File: config.mk
export PLATFORM = sky130hd
export DESIGN_NAME = sts_header_parser_core
export DESIGN_NICKNAME = d
export VERILOG_FILES = /design/src/rtl/shp_pkg.sv /design/src/rtl/shp_step.sv /design/src/rtl/sts_header_parser_core.sv
export SDC_FILE = /design/constraint.sdc
export NUM_CORES = 1
export LEC_CHECK = 0
export BUFFER_PORTS_ARGS = -buffer_cell sky130_fd_sc_hd__buf_2
export CORE_MARGIN = 2
export CORE_UTILIZATION = 30
export CTS_CLUSTER_SIZE = 28
export DETAILED_ROUTE_END_ITERATION = 10
export PLACE_DENSITY = 0.47
export SYNTH_ARGS = -nofsm -noshare
export SYNTH_HDL_FRONTEND = slang
export SYNTH_SLANG_ARGS = --single-unit
File: constraint.sdc
create_clock -name i_clk -period 5.49 [get_ports i_clk]
set_input_delay 1.3725 -clock i_clk [delete_from_list [all_inputs] [get_ports i_clk]]
set_output_delay 1.3725 -clock i_clk [all_outputs]
set_load 0.005 [all_outputs]
File: src/rtl/shp_pkg.sv
`default_nettype none

package shp_pkg;

    localparam int unsigned AGE_W = 31;
    localparam int unsigned POS_W = 5;
    localparam int unsigned ACC_W = AGE_W + 4;

    localparam logic [POS_W-1:0] AGE_WORD_LEN = 5'd7;
    localparam logic [POS_W-1:0] SUB_WORD_LEN = 5'd17;
    localparam logic [POS_W-1:0] POS_MAX      = 5'd31;

    localparam logic [7:0] CH_SPACE = 8'h20;
    localparam logic [7:0] CH_EQUAL = 8'h3D;
    localparam logic [7:0] CH_PLUS  = 8'h2B;
    localparam logic [7:0] CH_MINUS = 8'h2D;
    localparam logic [7:0] CH_ZERO  = 8'h30;
    localparam logic [7:0] CH_NINE  = 8'h39;
    localparam logic [7:0] CH_UP_A  = 8'h41;
    localparam logic [7:0] CH_UP_Z  = 8'h5A;
    localparam logic [7:0] CH_CASE  = 8'h20;

    typedef enum logic [5:0] {
        P_START = 6'b000001,
        P_LABEL = 6'b000010,
        P_EQ    = 6'b000100,
        P_AGE   = 6'b001000,
        P_SEP   = 6'b010000,
        P_SUB   = 6'b100000
    } t_phase;

    typedef struct packed {
        t_phase             phase;
        logic               in_token;
        logic [POS_W-1:0]   pos;
        logic               mismatch;
        logic               failed;
        logic [AGE_W-1:0]   age;
        logic               negative;
        logic               digit_seen;
        logic               overflow;
    } t_state;

    typedef struct packed {
        logic               header_valid;
        logic [AGE_W-1:0]   max_age;
        logic               incl_subdomains;
    } t_result;

    localparam t_state STATE_RESET = '{
        phase:      P_START,
        in_token:   1'b0,
        pos:        '0,
        mismatch:   1'b0,
        failed:     1'b0,
        age:        '0,
        negative:   1'b0,
        digit_seen: 1'b0,
        overflow:   1'b0
    };

    // "max-age"
    function automatic logic [7:0] age_word_char(input logic [POS_W-1:0] pos);
        logic [7:0] ch;
        case (pos)
            5'd0:    ch = 8'h6D;
            5'd1:    ch = 8'h61;
            5'd2:    ch = 8'h78;
            5'd3:    ch = 8'h2D;
            5'd4:    ch = 8'h61;
            5'd5:    ch = 8'h67;
            5'd6:    ch = 8'h65;
            default: ch = 8'h00;
        endcase
        return ch;
    endfunction

    // "includesubdomains"
    function automatic logic [7:0] sub_word_char(input logic [POS_W-1:0] pos);
        logic [7:0] ch;
        case (pos)
            5'd0:    ch = 8'h69;
            5'd1:    ch = 8'h6E;
            5'd2:    ch = 8'h63;
            5'd3:    ch = 8'h6C;
            5'd4:    ch = 8'h75;
            5'd5:    ch = 8'h64;
            5'd6:    ch = 8'h65;
            5'd7:    ch = 8'h73;
            5'd8:    ch = 8'h75;
            5'd9:    ch = 8'h62;
            5'd10:   ch = 8'h64;
            5'd11:   ch = 8'h6F;
            5'd12:   ch = 8'h6D;
            5'd13:   ch = 8'h61;
            5'd14:   ch = 8'h69;
            5'd15:   ch = 8'h6E;
            5'd16:   ch = 8'h73;
            default: ch = 8'h00;
        endcase
        return ch;
    endfunction

    function automatic logic [7:0] fold_case(input logic [7:0] ch);
        logic [7:0] res;
        res = ch;
        if (ch inside {[CH_UP_A:CH_UP_Z]}) begin
            res = ch | CH_CASE;
        end
        return res;
    endfunction

endpackage

`default_nettype wire

File: src/rtl/shp_step.sv
`default_nettype none

module shp_step (
    input  var shp_pkg::t_state  i_state,
    input  wire                  i_has_byte,
    input  wire  [7:0]           i_header_byte,
    input  wire                  i_last,
    output var shp_pkg::t_state  o_state,
    output var shp_pkg::t_result o_result
);

    // closes the current token and checks it against what the phase expects
    function automatic shp_pkg::t_state token_end(input shp_pkg::t_state st);
        shp_pkg::t_state s;
        s = st;
        if (s.in_token) begin
            s.in_token = 1'b0;
            if (!s.failed) begin
                case (s.phase)
                    shp_pkg::P_START: begin
                        if (!s.mismatch && s.pos == shp_pkg::AGE_WORD_LEN) begin
                            s.phase = shp_pkg::P_LABEL;
                        end else begin
                            s.failed = 1'b1;
                        end
                    end
                    shp_pkg::P_SEP: begin
                        if (!s.mismatch && s.pos == shp_pkg::SUB_WORD_LEN) begin
                            s.phase = shp_pkg::P_SUB;
                        end else begin
                            s.failed = 1'b1;
                        end
                    end
                    shp_pkg::P_EQ: begin
                        if (s.mismatch || !s.digit_seen || s.overflow ||
                            (s.negative && s.age != '0)) begin
                            s.failed = 1'b1;
                        end else begin
                            s.phase = shp_pkg::P_AGE;
                        end
                    end
                    default: ;
                endcase
            end
        end
        return s;
    endfunction

    shp_pkg::t_state             s;
    logic [shp_pkg::ACC_W-1:0]   acc;
    logic [shp_pkg::ACC_W-1:0]   age_ext;
    logic [3:0]                  digit;
    logic                        blocked;
    logic                        ok;

    always_comb begin
        s       = i_state;
        blocked = 1'b0;
        digit   = 4'(i_header_byte - shp_pkg::CH_ZERO);
        age_ext = '0;
        acc     = '0;

        if (i_has_byte) begin
            if (i_header_byte == shp_pkg::CH_SPACE || i_header_byte == shp_pkg::CH_EQUAL) begin
                s = token_end(s);
                if (!s.failed) begin
                    if (i_header_byte == shp_pkg::CH_SPACE) begin
                        if (s.phase == shp_pkg::P_AGE) begin
                            s.phase = shp_pkg::P_SEP;
                        end
                    end else if (s.phase == shp_pkg::P_LABEL) begin
                        s.phase = shp_pkg::P_EQ;
                    end else begin
                        s.failed = 1'b1;
                    end
                end
            end else if (!s.failed) begin
                if (!s.in_token) begin
                    s.in_token   = 1'b1;
                    s.pos        = '0;
                    s.mismatch   = 1'b0;
                    s.age        = '0;
                    s.negative   = 1'b0;
                    s.digit_seen = 1'b0;
                    s.overflow   = 1'b0;
                    if (s.phase inside {shp_pkg::P_LABEL, shp_pkg::P_AGE, shp_pkg::P_SUB}) begin
                        s.failed = 1'b1;
                        blocked  = 1'b1;
                    end
                end
                if (!blocked) begin
                    case (s.phase)
                        shp_pkg::P_START: begin
                            if (s.pos >= shp_pkg::AGE_WORD_LEN ||
                                shp_pkg::fold_case(i_header_byte) !=
                                shp_pkg::age_word_char(s.pos)) begin
                                s.mismatch = 1'b1;
                            end
                        end
                        shp_pkg::P_SEP: begin
                            if (s.pos >= shp_pkg::SUB_WORD_LEN ||
                                shp_pkg::fold_case(i_header_byte) !=
                                shp_pkg::sub_word_char(s.pos)) begin
                                s.mismatch = 1'b1;
                            end
                        end
                        shp_pkg::P_EQ: begin
                            if (s.pos == '0 && (i_header_byte == shp_pkg::CH_PLUS ||
                                                i_header_byte == shp_pkg::CH_MINUS)) begin
                                s.negative = (i_header_byte == shp_pkg::CH_MINUS);
                            end else if (i_header_byte inside
                                         {[shp_pkg::CH_ZERO:shp_pkg::CH_NINE]}) begin
                                s.digit_seen = 1'b1;
                                if (!s.overflow) begin
                                    // age * 10 + digit as two shifts and adds
                                    age_ext = shp_pkg::ACC_W'(s.age);
                                    acc = (age_ext << 3) + (age_ext << 1) +
                                          shp_pkg::ACC_W'(digit);
                                    if (acc[shp_pkg::ACC_W-1:shp_pkg::AGE_W] != '0) begin
                                        s.overflow = 1'b1;
                                    end else begin
                                        s.age = acc[shp_pkg::AGE_W-1:0];
                                    end
                                end
                            end else begin
                                s.mismatch = 1'b1;
                            end
                        end
                        default: ;
                    endcase
                    if (s.pos < shp_pkg::POS_MAX) begin
                        s.pos = s.pos + 1'b1;
                    end
                end
            end
        end

        o_result = '0;
        if (i_last) begin
            s  = token_end(s);
            ok = !s.failed &&
                 (s.phase inside {shp_pkg::P_AGE, shp_pkg::P_SEP, shp_pkg::P_SUB});
            o_result.header_valid    = ok;
            o_result.max_age         = ok ? s.age : '0;
            o_result.incl_subdomains = ok && (s.phase == shp_pkg::P_SUB);
            o_state = shp_pkg::STATE_RESET;
        end else begin
            ok      = 1'b0;
            o_state = s;
        end
    end

endmodule

`default_nettype wire

File: src/rtl/sts_header_parser_core.sv
// Streaming parser for a strict-transport-security header value, one byte per
// transaction. A new byte is taken in every cycle: it lands in an input
// register, from which the parse state is advanced by that byte in one step
// (keyword compare, or age * 10 + digit), and the transaction marked last loads
// the result register. The result register holds under o_valid/i_stall while
// input keeps flowing; only a last byte stalls the input when a result still
// waits. After reset the parser is ready at once and returns to its start
// state after every last byte.
`default_nettype none

module sts_header_parser_core (
    input  wire                          i_clk,
    input  wire                          i_rst_n,
    input  wire                          i_valid,
    output logic                         o_stall,
    input  wire                          i_has_byte,
    input  wire  [7:0]                   i_header_byte,
    input  wire                          i_last,
    output logic                         o_valid,
    input  wire                          i_stall,
    output logic                         o_header_valid,
    output logic [shp_pkg::AGE_W-1:0]    o_max_age,
    output logic                         o_incl_subdomains
);

    logic                r_in_vld;
    logic                r_in_has;
    logic [7:0]          r_in_byte;
    logic                r_in_last;
    shp_pkg::t_state     r_state;
    logic                r_out_vld;
    shp_pkg::t_result    r_out;

    shp_pkg::t_state     n_state;
    shp_pkg::t_result    step_result;
    logic                out_free;
    logic                proc;
    logic                in_take;

    shp_step u_step (
        .i_state        (r_state),
        .i_has_byte     (r_in_has),
        .i_header_byte  (r_in_byte),
        .i_last         (r_in_last),
        .o_state        (n_state),
        .o_result       (step_result)
    );

    assign out_free = !r_out_vld || !i_stall;
    // a byte without a result never waits on the output side
    assign proc     = r_in_vld && (!r_in_last || out_free);
    assign o_stall  = r_in_vld && !proc;
    assign in_take  = i_valid && !o_stall;

    always_ff @(posedge i_clk) begin
        if (!i_rst_n) begin
            r_in_vld  <= 1'b0;
            r_state   <= shp_pkg::STATE_RESET;
            r_out_vld <= 1'b0;
        end else begin
            if (in_take) begin
                r_in_vld <= 1'b1;
            end else if (proc) begin
                r_in_vld <= 1'b0;
            end
            if (proc) begin
                r_state <= n_state;
            end
            if (proc && r_in_last) begin
                r_out_vld <= 1'b1;
            end else if (!i_stall) begin
                r_out_vld <= 1'b0;
            end
        end
    end

    always_ff @(posedge i_clk) begin
        if (in_take) begin
            r_in_has  <= i_has_byte;
            r_in_byte <= i_header_byte;
            r_in_last <= i_last;
        end
        if (proc && r_in_last) begin
            r_out <= step_result;
        end
    end

    assign o_valid           = r_out_vld;
    assign o_header_valid    = r_out.header_valid;
    assign o_max_age         = r_out.max_age;
    assign o_incl_subdomains = r_out.incl_subdomains;

`ifndef NO_ASSERTIONS
    a_invalid_clears_fields: assert property (@(posedge i_clk) disable iff (!i_rst_n)
        o_valid && !o_header_valid |-> o_max_age == '0 && !o_incl_subdomains)
        else $error("invalid header result carries nonzero fields");

    a_sub_needs_valid: assert property (@(posedge i_clk) disable iff (!i_rst_n)
        o_valid && o_incl_subdomains |-> o_header_valid)
        else $error("subdomain flag set on an invalid header");

    a_last_restarts: assert property (@(posedge i_clk) disable iff (!i_rst_n)
        proc && r_in_last |=> r_state.phase == shp_pkg::P_START && !r_state.in_token &&
                              !r_state.failed)
        else $error("parse state not restarted after last byte");

    a_held_byte_kept: assert property (@(posedge i_clk) disable iff (!i_rst_n)
        r_in_vld && !proc |=> r_in_vld && $stable(r_in_byte) && $stable(r_in_last))
        else $error("waiting input byte lost or overwritten");

    a_result_loaded_when_free: assert property (@(posedge i_clk) disable iff (!i_rst_n)
        proc && r_in_last |-> out_free)
        else $error("result register overwritten while still pending");
`endif

endmodule

`default_nettype wire
After elaboration in Yosys (flattened, before gate mapping)
Memories as Yosys holds them, arrays and structs flattened.
Cells that the tools add are included.
{"block": "classes", "n_reduce_logical": 46, "n_lt_le_gt_ge": 7, "mux": 95, "add_sub_neg": 4, "n_eq_ne": 31}
{"op": "two-way mux 42 bit", "count": 5}
{"op": "two-way mux 8 bit", "count": 20}
{"op": "two-way mux 31 bit", "count": 4}
{"op": "two-way mux 48 bit", "count": 2}
{"op": "two-way mux 6 bit", "count": 15}
{"op": "two-way mux 34 bit", "count": 2}
{"op": "nonzero test 31 bit", "count": 2}
{"op": "one-hot mux 7 bit (6 select lines)", "count": 1}
{"op": "two-way mux 41 bit", "count": 1}
{"op": "one-hot mux 6 bit (3 select lines)", "count": 2}
{"op": "adder 34 x 32 -> 35 bit", "count": 1}
{"op": "adder 35 x 4 -> 35 bit", "count": 1}
{"op": "two-way mux 7 bit", "count": 5}
{"op": "== test 8 x 6 -> 1 bit (second input constant)", "count": 4}
{"op": "two-way mux 1 bit", "count": 32}
{"op": "== test 5 x 3 -> 1 bit (second input constant)", "count": 5}
{"op": "== test 6 x 4 -> 1 bit (second input constant)", "count": 3}
{"op": "== test 6 x 5 -> 1 bit (second input constant)", "count": 3}
{"op": "inequality test 8 bit", "count": 2}
{"op": "logical AND 1 bit", "count": 15}
{"op": "== test 6 x 1 -> 1 bit (second input constant)", "count": 2}
{"op": "== test 6 x 2 -> 1 bit (second input constant)", "count": 2}
{"op": "== test 6 x 3 -> 1 bit (second input constant)", "count": 2}
{"op": "== test 6 bit (second input constant)", "count": 2}
{"op": "24 further kinds", "count": 50}
{"block": "totals", "rom_bits": 224, "memories": 1, "wordCells": 201, "regBits": 93, "in_bits": 14, "output_inout_bits": 35}
{"memory": "(name not given)", "depth": 32, "width": 7, "rd": 1, "rd_clocked_by_memory_dff": 0, "write_ports": 0, "line_no": "shp_pkg.sv:81", "text": "case (pos)"}

Depth between registers and ports, before layout
{"block": "logic_depth", "ltp_word": 36, "mapped_depth": 25, "mapped_depth_nobuf": 17}

Cells and area by module
Synthesis repeated with hierarchy kept, for this count alone.
{"block": "hier_totals", "hier_cells": 1149, "area_unflattened_um2": 9082.5}
{"mod": "shp_step", "instances": 1, "cells_each": 886, "area_each_um2": 5809.3, "seq_area_each_um2": 0.0}
{"mod": "sts_header_parser_core", "instances": 1, "cells_each": 263, "area_each_um2": 3273.1, "seq_area_each_um2": 2292.2}

Worst setup path before layout
Ideal clock, no wire load.
{"block": "synth_timing", "path_kind": "reg-to-reg", "startpoint": "reg r_state[41] (netlist name)", "endpoint": "reg r_out, in the netlist o_max_age[21] (data pin)", "arrival_ns": 5.293, "setup_ns": 0.169, "path_slack_ns": 0.028, "path_stages_with_launch": 24, "n_path_buf": 8, "synth_period_minus_slack_ns": 5.462, "required_ns": 5.321, "cell_sequence": "dfxtp_1 > clkbuf_8 > clkbuf_1 > clkbuf_1 > buf_4 > clkbuf_1 > clkbuf_1 > and2_1 > ha_1 > ha_1 > a21oi_2 > o211ai_1 > a221o_1 > a211oi_1 > a2bb2oi_2 > o21ai_2 > or2_1 > buf_6 > o32ai_4 > o2111ai_1 > nor4_2 > a31oi_4 > buf_6 > nor4b_2"}
{"block": "synth_between", "elab_chain_len": 32, "word_cells_on_any_way": 112, "cone_classes": "3 x add/sub; 3 x order compare; 18 x eq/ne; 68 x mux; 19 x reduce/logical; 1 x memory"}
{"element": "start, declared", "line_no": "sts_header_parser_core.sv:30", "text": "shp_pkg::t_state r_state;"}
{"element": "start signal, assigned", "line_no": "sts_header_parser_core.sv:58", "text": "r_state <= shp_pkg::STATE_RESET;"}
{"element": "start signal, assigned", "line_no": "sts_header_parser_core.sv:67", "text": "r_state <= n_state;"}
{"element": "branches (longest 19 deep; another with adder 34 x 32 -> 35 bit)"}
{"element": "two-way mux 48 bit *", "line_no": "shp_step.sv:63", "text": "if (i_has_byte) begin"}
{"element": "branches (longest 12 deep; another with nonzero test 31 bit)"}
{"element": "end signal, assigned", "line_no": "sts_header_parser_core.sv:84", "text": "r_out <= step_result;"}
{"element": "end, declared", "line_no": "sts_header_parser_core.sv:32", "text": "shp_pkg::t_result r_out;"}
Mark *: on every way between the ends. The select of a mux whose other input is x is not followed.
A chain may end at the register's enable or synchronous reset.

Final worst setup path
{"block": "layout_timing", "startpoint": "reg r_state[41] (netlist name)", "endpoint": "reg r_out, in the netlist o_max_age[9] (data pin)"}
Same word-level chain as after synthesis.

==> key figures <==
Status
  • Outcome: finished clean

Critical path
  • Worst r2r path cells: 18
  • Cell Chain, Critical Path: buf_12, and2_1, ha_1, ha_1, o21ai_0, o21bai_2, a31oi_1, nand4_1, a41oi_1, o32ai_4, or2_1, buf_4, o22ai_1, o21ai_0, nor4_2, a31oi_4, buf_12, nor4b_1
  • Worst Path Required: 5.64 ns
  • Crit-path max FO: 38
  • Startpoint Class: flip-flop
  • Worst path arrival time: 5.29 ns
  • Critical-path top delay cell: ha_1
  • Crit end category: flip-flop
  • Largest stage delay on the critical path: 0.48 ns
  • CP Class: flip-flop to flip-flop

Place
  • GP Congestion: 0.909
  • Port bufs: 48
  • DP HPWL: 23800 microns
  • Dpl cell area: 0.00960 sq mm
  • DP Cell Count: 1465
  • Pre-CTS setup slack: 0.323 ns

Power and ir drop
  • P per Cell Area: 152 mW/mm^2
  • Switching part of the total: 0.241
  • Pwr Total: 1.51 mW
  • Clock network fraction of design power: 0.440
  • Peak VDD IR: 0.118 mV
  • Cell-internal power: 1.15 mW
  • Leakage power: 3.80 nW
  • Gate power share: 0.069
  • Reg power frac: 0.491
  • Net Switching: 0.364 mW

Floorplan
  • Die Footprint: 0.0313 sq mm
  • Row cnt: 63
  • Die height: 177 microns
  • Io pins: 49
  • Initial Utilization: 0.304
  • Core Region: 0.0296 sq mm
  • Die width: 177 microns

Layout
  • Top reg by flops: r_state
  • Sequential cell area: 0.00229 sq mm
  • Multi-input gate area: 0.00622 sq mm
  • Fillcell total: 3123
  • Area Growth Syn to Fin: 11.0%
  • Share of layout cells above drive strength 1: 0.176
  • Final Instance Area: 0.00996 sq mm
  • Final core occ: 0.337
  • Nets: 1168
  • Final Non-Filler Cells: 1482
  • Number of flip-flops in the largest register: 48

Global route
  • Vias in the first global route: 8095
  • Grt total ovfl: 0
  • Initial antenna violation count: 1
  • Pin count of the biggest net entering global routing: 51
  • GRT Total Usage: 0.197
  • First-pass GRT wire length: 47900 microns

Synth
  • Synth unique cells: 110
  • Mapped Avg Cell Area: 8.47 sq um
  • Post-synth EDFFs: 43
  • Main area contributors after synthesis: edfxtp_1 (14%), dfxtp_1 (11%), ha_1 (9.3%)
  • Primary FF master, synth: dfxtp_1
  • Warnings, synthesis: 0
  • Post-synthesis cell area: 0.00897 sq mm
  • Area leader, netlist: edfxtp_1
  • Register area share after synthesis: 0.255
  • Post-Synthesis Cells: 1059
  • Synth Register Bits: 93
  • Synth Net Count: 1141
  • Top-area cell type share of the netlist area: 0.144
  • Post-synth ARST share: 0

Clock tree
  • Clock transition at path regs: 0.07 ns
  • Hold buffers post-CTS: 0
  • CTS tree: yes
  • Clock Path Buffers: 2
  • Clk_lat worst skew: 0.35 ns
  • Postcts setup bufs: 0
  • Post_cts resized: 0
  • TritonCTS buffer count: 9
  • H-tree lvl count: 3
  • Clock sink count: 93
  • CTS Root Cell: clkbuf_16

STA
  • TNS Setup: 0 ns
  • Hold Vio Cnt, Final: 0
  • Period minus WS final: 5.14 ns
  • RSZ-0062 raised after global routing: no
  • Final Cycle Share: 0.935
  • Min Hold Slack: 0.480 ns
  • Setup ws final: 0.354 ns
  • Fmax: 195 MHz
  • Setup Skew: 0.0139 ns
  • Setup Viol. Count Final: 0
  • Rel. slew slack: 0.177
  • Worst Max-Slew Pin Slew: 1.23 ns
  • Pins Over Slew Limit: 0

Routing
  • Routed length per instance: 20.8 microns
  • Vias per cell: 5.78
  • Antenna-violating nets left: 0
  • DR pass1 iterations: 6
  • Vias: 8564
  • Residual DRC: 0
  • Iteration-0 DRC Markers: 981
  • Final wirelength: 30900 microns

Min path
  • Min-delay worst type: flip-flop to flip-flop
  • Worst Hold Depth: 2

Run
  • Max Cap Viol: 0
[area by class of cell]
class	count	share of cell area
repair buffers	87	0.0573
diodes	1	0.000251
multi-input cells	874	0.625
clock buffers	13	0.0263
clock inverters	3	0.00440
well taps	390	0.0490
flip-flops and latches	93	0.230
inverters	21	0.00792
[synthesized netlist by cell type (6+ instances only)]
library cell and n:
and3_1 11, a21o_1 9, nand2b_1 10, nor4_2 26, o211ai_1 9, o22ai_1 8, inv_1 21, a22oi_1 23
nor3_1 26, o31ai_1 7, and2_1 67, xor2_1 15, nor2_1 55, nand4_1 18, o21ai_0 71, a31oi_1 8
clkbuf_8 6, a32oi_1 9, nand2_1 110, nand3_1 23, a2111oi_0 7, xnor2_1 18, edfxtp_1 43, a21oi_1 72
nor2b_1 30, clkbuf_1 37, nor4_1 12, buf_2 10, o21a_1 9, ha_1 67, buf_6 12, a21boi_0 7
dfxtp_1 50
[final timing paths]
check	start	endpoint	slack, ns
worst min-delay path	o_valid$_SDFFE_PN0P_	o_valid$_SDFFE_PN0P_	0.48
worst min register to register	o_valid$_SDFFE_PN0P_	o_valid$_SDFFE_PN0P_	0.48
worst max register to register	r_state[41]$_SDFFE_PN0P_	o_max_age[9]$_SDFFCE_PN0P_	0.35
worst max-delay path	r_state[41]$_SDFFE_PN0P_	o_max_age[9]$_SDFFCE_PN0P_	0.35
[power groups by stage]
stage | combinational (mW) | clock [mW] | sequential (mW)
2_1_floorplan | 0.0691 | 0 | 0.752
3_3_place_gp | 0.104 | 0 | 0.759
3_5_place_dp | 0.103 | 0 | 0.758
4_1_cts | 0.104 | 0.674 | 0.743
5_1_grt | 0.113 | 0.708 | 0.744
6_report | 0.104 | 0.665 | 0.742
[critical path: cells and delay by family (launching register included)]
family	cells	cell delay (ns)
fa+ha+maj	2	0.78
buf+inv	3	0.57
flops	1	0.33
simple gates	5	1.35
compound gates	8	1.87
[per-layer routing]
layer | track usage | share of wire
met1 | 0.288 | 0.48
met2 | 0.296 | 0.43
met3 | 0.0301 | 0.062
met4 | 0.0572 | 0.025
met5 | 0 | 0
[cells by family after synthesis]
family,count (synthesis),synth area share
simple gates,441,0.292
compound gates,330,0.262
flops,93,0.255
buf+inv,92,0.0583
fa+ha+maj,69,0.0968
xor+xnor,33,0.0322
mux,1,0.00251
[placed cells by master, fill, tap and decap left out, types with 9 or more instances in the layout]
| cell | synthesis | final |
|---|---|---|
| a21o_1 | 9 | 9 |
| a21oi_1 | 72 | 72 |
| a22oi_1 | 23 | 23 |
| a32oi_1 | 9 | 9 |
| and2_1 | 67 | 67 |
| and3_1 | 11 | 11 |
| buf_2 | 10 | 48 |
| buf_4 | 4 | 36 |
| clkbuf_16 | 0 | 10 |
| dfxtp_1 | 50 | 49 |
| edfxtp_1 | 43 | 43 |
| ha_1 | 67 | 66 |
| inv_1 | 21 | 21 |
| nand2_1 | 110 | 110 |
| nand2b_1 | 10 | 10 |
| nand3_1 | 23 | 23 |
| nand4_1 | 18 | 18 |
| nor2_1 | 55 | 55 |
| nor2b_1 | 30 | 30 |
| nor3_1 | 26 | 25 |
| nor4_1 | 12 | 12 |
| nor4_2 | 26 | 26 |
| o211ai_1 | 9 | 9 |
| o21a_1 | 9 | 9 |
| o21ai_0 | 71 | 71 |
| xnor2_1 | 18 | 18 |
| xor2_1 | 15 | 15 |
No activity file was read; power rests on OpenSTA's default activity.
